### src/vertex_dedup_index_table_assert.svh
// Assertion macros for the vertex dedup index table
`ifndef VERTEX_DEDUP_INDEX_TABLE_ASSERT_SVH
`define VERTEX_DEDUP_INDEX_TABLE_ASSERT_SVH

// Condition holds at every clock edge outside reset
`define VDIT_ALWAYS(label, cond, msg) \
	label: assert property (@(posedge clk) disable iff (!arst_n) (cond)) else $error(msg);

// Trigger implies a consequence on the next edge
`define VDIT_NEXT(label, trig, cons, msg) \
	label: assert property (@(posedge clk) disable iff (!arst_n) (trig) |=> (cons)) \
		else $error(msg);

`endif

### src/vdit_pkg.sv
package vdit_pkg;
	localparam int unsigned TableDepth = 1024;
	localparam int unsigned AddrW = $clog2(TableDepth);
	localparam int unsigned CountW = AddrW + 1;
	localparam int unsigned IdxW = 10;
	localparam int unsigned NumComp = 8;
	localparam int unsigned EntryW = NumComp * 32;

	typedef logic [EntryW-1:0] entry_t;

	// controller to datapath commands
	typedef struct packed {
		logic load;      // capture request, restart count if restart set
		logic rd;        // read entry at scan address
		logic scan_clr;  // scan address to zero
		logic scan_inc;  // next scan address
		logic append;    // write request at count
		logic done;      // strobe a result
		logic res_new;
		logic res_full;
	} ctrl_t;

	// datapath status back to controller
	typedef struct packed {
		logic hit;        // registered compare of entry just read
		logic scan_last;  // scan address is last valid entry
		logic empty;      // no entries
		logic full;       // count at depth
	} stat_t;

	// float equality on bit patterns
	function automatic logic feq(input logic [31:0] a, input logic [31:0] b);
		logic na;
		logic nb;
		na = (a[30:0] > 31'h7F800000);
		nb = (b[30:0] > 31'h7F800000);
		if (na || nb) return 1'b0;
		if ((a[30:0] | b[30:0]) == 31'd0) return 1'b1;
		return a == b;
	endfunction
endpackage

### src/vdit_ctrl.sv
module vdit_ctrl (
	input  logic          clk,
	input  logic          arst_n,
	input  logic          start,
	input  vdit_pkg::stat_t st,
	output logic          busy,
	output vdit_pkg::ctrl_t cmd
);
	import vdit_pkg::*;

	localparam logic [2:0] S_IDLE = 3'd0;
	localparam logic [2:0] S_CHK  = 3'd1;
	localparam logic [2:0] S_RD   = 3'd2;
	localparam logic [2:0] S_CMP  = 3'd3;
	localparam logic [2:0] S_EVAL = 3'd4;

	logic [2:0] state_q;
	logic [2:0] state_d;

	// next state and commands
	always_comb begin
		state_d = state_q;
		cmd = '0;
		case (state_q)
			S_IDLE: begin
				if (start) begin
					cmd.load = 1'b1;
					cmd.scan_clr = 1'b1;
					state_d = S_CHK;
				end
			end
			S_CHK: begin
				if (st.empty) begin
					cmd.append = 1'b1;
					cmd.done = 1'b1;
					cmd.res_new = 1'b1;
					state_d = S_IDLE;
				end else begin
					cmd.rd = 1'b1;
					state_d = S_RD;
				end
			end
			S_RD: state_d = S_CMP;
			S_CMP: state_d = S_EVAL;
			S_EVAL: begin
				if (st.hit) begin
					cmd.done = 1'b1;
					state_d = S_IDLE;
				end else if (st.scan_last) begin
					cmd.done = 1'b1;
					if (st.full) begin
						cmd.res_full = 1'b1;
					end else begin
						cmd.append = 1'b1;
						cmd.res_new = 1'b1;
					end
					state_d = S_IDLE;
				end else begin
					cmd.scan_inc = 1'b1;
					cmd.rd = 1'b1;
					state_d = S_RD;
				end
			end
			default: state_d = S_IDLE;
		endcase
	end

	always_ff @(posedge clk or negedge arst_n) begin
		if (!arst_n) state_q <= S_IDLE;
		else state_q <= state_d;
	end

	assign busy = (state_q != S_IDLE);
endmodule

### config.mk
export PLATFORM = sky130hd
export DESIGN_NAME = vdit_ctrl
export DESIGN_NICKNAME = d
export VERILOG_FILES = /design/src/vertex_dedup_index_table_assert.svh /design/src/vdit_pkg.sv /design/src/vdit_ctrl.sv
export SDC_FILE = /design/constraint.sdc
export NUM_CORES = 1
export LEC_CHECK = 0
export BUFFER_PORTS_ARGS = -buffer_cell sky130_fd_sc_hd__clkbuf_2
export CORE_AREA = 2 2 39 41
export CTS_BUF_LIST = sky130_fd_sc_hd__clkbuf_4
export CTS_CLUSTER_DIAMETER = 40
export DETAILED_ROUTE_END_ITERATION = 8
export DIE_AREA = 0 0 41 43
export PLACE_DENSITY = 0.48
export SLEW_MARGIN = 15
export SYNTH_ARGS = -nofsm -noshare
export SYNTH_HDL_FRONTEND = slang
export SYNTH_SLANG_ARGS = --single-unit
export TNS_END_PERCENT = 30
### constraint.sdc
create_clock -name clk -period 1.1 [get_ports clk]
set_input_delay 0.11 -clock clk [delete_from_list [all_inputs] [get_ports clk]]
set_output_delay 0.11 -clock clk [all_outputs]
set_load 0.005 [all_outputs]
### After elaboration in Yosys (flattened, before gate mapping)

Index checks and enable logic that the tools add are counted.

* flip-flop bits (word level): 3
* input port bits: 7
* output and inout bits: 9
* word-level logic and storage cells: 29

* equal/unequal tests: 5
* mux-type cells: 21
* reduce and logical (&&, ||, !) cells: 2

Operators with widths (count)
* case mux 3 bit (5 select lines): 1
* 2-to-1 mux 1 bit: 10
* 2-to-1 mux 3 bit: 3
* 2-to-1 mux 2 bit: 4
* == test 3 x 2 -> 1 bit, second input constant: 2
* case mux 3 bit (2 select lines): 1
* 2-to-1 mux 4 bit: 1
* == test 3 x 1 -> 1 bit, second input constant: 1
* == test 3 bit, second input constant: 1
* zero test 3 bit: 1
* nonzero test 3 bit: 1
* != test 2 bit, second input constant: 1
* case mux 1 bit (2 select lines): 1

### Depth between registers and ports, before layout

Gate-level depths: netlist of the first run.

* depth after elaboration: 4
* depth in mapped cells: 4
* gate-level depth less buffers: 3

### Worst setup path before layout of the first run

OpenSTA, ideal clock, no wires.

* kind: reg2out
* start: register state_q[1]
* end: output cmd[3] (netlist name)
* arrival: 1103 ps
* data required time: 990 ps
* slack: -113 ps
* stages on the path, launching flop included: 5
* path buffers: 1
* path through: dfrtp_1 nor4b_4 nand2_1 o21ai_1 buf_4

RTL lines
* start, declared: line vdit_ctrl.sv:17 `logic [2:0] state_q;`
* start signal, assigned: line vdit_ctrl.sv:70 `else state_q <= state_d;`
* end, declared: line vdit_ctrl.sv:7 `output vdit_pkg::ctrl_t cmd`

==> metrics.txt, run 1 <==
Num Clock Sinks=3; fin. max-slew vios=0; P per Cell Area=2355 nW/um^2; clk_skew=4.035 ps; CORE AREA=approximately 1400 sq um; first-pass GRT wire length=roughly 920 um; worst-path maximum fanout=3; Worst slew margin=between 80% and 90%; Tot GR Track Use=8.835%; worst path required time=990 ps; area grow syn2layout=75.14%; Final min period=1466 ps; root buf cell=clkbuf_4; endpoints failing hold=0; Die Y=43 um; cell type with the largest total area after synthesis=dfrtp_1; syn avg cell area=9.059 sq um; GP Congestion=roughly 0.66; detailed-route via count=~260; Final HPWL DP=about 490 um; final setup fails=10; PortBufs=15; Design Area, Final=between 300 and 400 sq um; First-pass DRT Iterations=2; max FFs per register=3; WL/cell=approximately 10 um; Routed WL=approximately 650 um; top cells by area, synth=dfrtp_1 (33%), nor4b_4 (10%), buf_4 (6.6%), nor2_1 (5.0%), a221o_1 (4.4%); ant diodes=0; Synth top area share=33.15%; pre-CTS WS=-123.6 ps; Layout Nets=55; Post-Syn Area=226.5 sq um; Regs by FF count=state_q (3); sequential-to-total area share from yosys stat=between 30% and 40%; initial antenna violation count=0; Initial Util=16.37%; yosys warns=0; Syn Nets=32; setup TNS=-2604 ps; CTS tree=done; largest net degree at the start of global routing=6; vias in the first global route=230; P_leak=0.2111 nW; Die ar.=1763 sq um; actual slew at the worst max-slew pin=258.8 ps; clock buffer depth=2; Setup crit end kind=primary output; Synth Instances=25; Fmax=682.2 MHz; Top-Level Pins=16; worst hold path class=primary input to flop; Rows=14; RSZ-0062 raised after global routing=yes; crit path setup slack, layout=-365.8 ps; max cap viols=0; post-route insts no fill=between 60 and 70; drt drc=0; Initial DRC Count=2; vias per cell=4.175; CTS clk-pin slew, worst paths=40 ps; share of post-route cells with drive strength above 1=a little under 70%; status=complete, but fails checks; Peak VDD IR=~0.50 mV; Placement Cell Area=336.6 sq um; chip width=between 40 and 50 um; Clock Latency Late Sink=240 ps; Setup CP Type=flop to primary output; WP data arrival=1360 ps; period utilization=133.3%; ANT nets after route=0; Final Util=28.66%; post-synthesis cell type count=18; CTS Buf Count=3; grt ovf=0; FF+latch count, synth=3; H-tree levels=1; Reg with most FFs=state_q; CP startpoint kind=flop; Placed Cells=between 50 and 60; fillers=152; failing checks=setup timing
[critical path: stages (launching register included)]
cell and delay, ps:
dfrtp_2 420, nor4b_4 310, and2b_4 210, a21o_1 80
buf_2 100
[synth_stat cells (all sizes together)]
cell / instances
o21a: 1
inv: 2
nor4b: 1
o21ai: 1
nand2: 2
o211ai: 1
and3: 1
a21oi: 1
or3: 1
and2: 1
nor2: 3
a21o: 1
a221o: 1
dfrtp: 3
and2b: 2
buf: 2
nand3b: 1
[cells by family (layout without fill, tap and decap cells)]
| family | count (synthesis) | after routing | synth area share, % |
|---|---|---|---|
| and+or+nand+nor | 12 | 12 | 38.13 |
| AOI/OAI and AO/OA | 6 | 6 | 18.78 |
| DFF | 3 | 3 | 33.15 |
| buffers and inverters | 4 | 26 | 9.944 |
[power by group]
group          switching (W)  leakage (nW)  internal, W
sequential         0.0000561        0.0363     0.000161
clock              0.0000621        0.0184     0.000161
combinational       0.000215         0.156     0.000279
[stage by stage]
step | total power (W) | hold slack (ps)
finish | 0.0009342 | 111.8
floorplan | 0.0004675 | -185.6
detailed placement | 0.0006551 | -89.84
global placement | 0.0006613 | -91.52
CTS | 0.0009228 | 102.5
global route | 0.001010 | 112.7
[cell usage in the layout (no fill, tap or decap), types with 2 or more instances in the layout]
| cell | synthesis | layout |
|---|---|---|
| clkbuf_2 | 0 | 13 |
| clkbuf_4 | 0 | 4 |
| buf_4 | 2 | 3 |
| inv_1 | 2 | 2 |
| nor2_1 | 3 | 2 |
| buf_2 | 0 | 2 |
| dfrtp_2 | 0 | 2 |
[worst paths after layout]
path | start | endpoint | depth (start not counted) | slack (ps)
max | state_q[1]$_DFFE_PN0P_ | cmd[6] | 4 | -370
min | start | state_q[0]$_DFFE_PN0P_ | 2 | 110
max reg2reg | state_q[1]$_DFFE_PN0P_ | state_q[1]$_DFFE_PN0P_ | 4 | -30
min reg2reg | state_q[1]$_DFFE_PN0P_ | state_q[0]$_DFFE_PN0P_ | 2 | 670
max in group asynchronous | arst_n | state_q[0]$_DFFE_PN0P_ | 2 | 770
min in group asynchronous | arst_n | state_q[1]$_DFFE_PN0P_ | 2 | 200
[layer usage]
layer  up-vias  track usage, %  part of all wire (%)
met4         0           10.00                   3.3
met5         -               0                     0
met1       112           9.003                    44
met3         4           5.236                    13
li1        131               -                     -
met2        16           10.94                    40
[what timing repair did]
item                                    in CTS  in global routing
gates resized for setup                      1                  6
endpoints found under the hold margin        3                  0
endpoints found under the setup margin      10                 10
setup buffers                                1                  0
pin swaps                                    1                  1
hold buffers                                 1                  0
[area by class of cell]
class / instances / area, sq um / share of cell area [%]
multi-input combinational: 18 / 142.6 / 35.96
tap: 16 / 20.02 / 5.047
sequential: 3 / 77.57 / 19.56
clock buffer: 4 / 30.03 / 7.571
inverter: 2 / 7.507 / 1.893
timing repair buffer: 20 / 118.9 / 29.97
Note: power is estimated with default switching activity, not from simulation.
==> run 2: changes to the inputs <==
clock period = 1.3 ns   (was 1.1 ns; I/O delays follow)
==> run 2 against run 1 <==
The flow still finishes with violations (setup timing). Combinational power decreased by 26%. Via count down 6.5%. Routed wire length shrank 17%. Clock power down 17%. Critical endpoint unchanged.
==> metrics.txt, run 2 (synthesized netlist as in run 1, its figures left out) <==
endpoints failing hold=0; worst hold path class=primary input to flop; period utilization=112.1%; Placed Cells=56; CTS clk-pin slew, worst paths=about 40 ps; total power=0.0007359 W; P per Cell Area=1928 nW/um^2; Top-Level Pins=16; max cap viols=0; Die Y=43 um; Clock Latency Late Sink=approximately 230 ps; launching point of the worst reg2reg path=state_q[0]$_DFFE_PN0P_; GP Congestion=0.6169; Hold Path Depth=2; clock buffer depth=2; Design Area, Final=between 300 and 400 sq um; Setup CP Type=flop to primary output; worst-path maximum fanout=4; final setup fails=9; P_leak=between 0.2 and 0.25 nW; Worst Hold Launch=start; chip width=41 um; grt ovf=0; Routed WL=533 um; CTS tree=done; most frequent cells in the layout=clkbuf_2 (14), clkbuf_4 (4); drt drc=0; flop-to-flop setup slack=roughly 100 ps; max FFs per register=3; largest net degree at the start of global routing=6; root buf cell=clkbuf_4; fillers=between 150 and 200; Tot GR Track Use=under 10%; area grow syn2layout=68.51%; Reg with most FFs=state_q; First-pass DRT Iterations=1; RSZ-0062 raised after global routing=yes; post-route insts no fill=61; commonest non-fill, non-tap cell in the layout=clkbuf_2; ant diodes=0; R2R depth=3; Num Clock Sinks=3; vias per cell=slightly above 4; Regs by FF count=state_q (3); Post CTS Setup Buffer Count=0; Placement Cell Area=approximately 320 sq um; worst path required time=1170 ps; Die ar.=1763 sq um; share of post-route cells with drive strength above 1=between 60% and 70%; setup TNS=-866.3 ps; H-tree levels=1; Setup crit end kind=primary output; Worst slew margin=84.43%; status=complete, but fails checks; detailed-route via count=246; vias in the first global route=roughly 220; crit path launch=state_q[1]$_DFFE_PN0P_; Layout Nets=53; fin. max-slew vios=0; Rows=14; ANT nets after route=0; first-pass GRT wire length=876 um; failing checks=setup timing; Fmax=about 700 MHz; clk_skew=1.604 ps; Endpoint, Worst Hold=state_q[0]$_DFFE_PN0P_; Final min period=1458 ps; reg2reg end=state_q[1]$_DFFE_PN0P_; Final HPWL DP=449.4 um; WL/cell=8.738 um; actual slew at the worst max-slew pin=232.5 ps; crit path setup slack, layout=-157.6 ps; Initial DRC Count=0; Peak VDD IR=0.7457 mV; initial antenna violation count=0; WP data arrival=roughly 1300 ps; PortBufs=15; CP startpoint kind=flop; CTS Buf Count=3; Initial Util=16.37%; CORE AREA=1384 sq um
run 2: cell count changes in the layout (fill, tap and decap cells not counted):
cell | before | now
a21oi_1 | 0 | 1
nand2_2 | 1 | 0
a21oi_2 | 1 | 0
buf_4 | 3 | 1
clkbuf_2 | 13 | 14
nand2_1 | 1 | 2
buf_6 | 1 | 2
buf_2 | 2 | 0
run 2: power breakdown:
part           switching, W  internal (W)
Sequential        0.0000501      0.000136
Clock             0.0000495      0.000136
Combinational      0.000156      0.000208
run 2: layout make-up:
type                    count  area, sq um  area share [%]
inverters                   2        7.507           1.967
multi-input cells          18        136.4           35.74
clock buffers               4        30.03           7.869
repair buffers             18        110.1           28.85
well taps                  16        20.02           5.246
flip-flops and latches      3        77.57           20.33
run 2: critical path: stages (launching register included):
cell,delay (ps)
dfrtp_2,420
nor4b_4,290
and2b_4,210
a21o_1,80
clkbuf_2,100
run 2: routing by layer:
layer  global-route usage [%]  up-vias  part of all wire, %
met4                    6.000        0                    0
met1                    9.091      111                   45
met3                    6.283        0                  9.4
met5                        0        -                    0
li1                         -      126                    -
met2                    10.00        9                   46
run 2: worst max path at each step:
stage	to
5_1_grt	cmd[1]
2_1_floorplan	cmd[3]
3_3_place_gp	cmd[6]
4_1_cts	cmd[6]
6_report	cmd[6]
3_5_place_dp	cmd[6]
run 2: stage by stage:
step | utilization [%] | hold slack (ps) | setup slack (ps)
6_report | 27.58 | 115.4 | -157.6
5_1_grt | 27.58 | 114.3 | -263.6
4_1_cts | 26.76 | 112.4 | -187.2
3_5_place_dp | 23.24 | -71.19 | 56.21
3_3_place_gp | 23.24 | -69.12 | 50.48
2_1_floorplan | - | -165.6 | 66.78
run 2: timing repair:
action / 4_1_cts / 5_1_grt
gates cloned: 0 / 0
hold endpoints to repair: 3 / 0
hold buffers: 1 / 0
resized for setup: 3 / 4
setup endpoints to repair: 9 / 9
pin swaps: 3 / 0
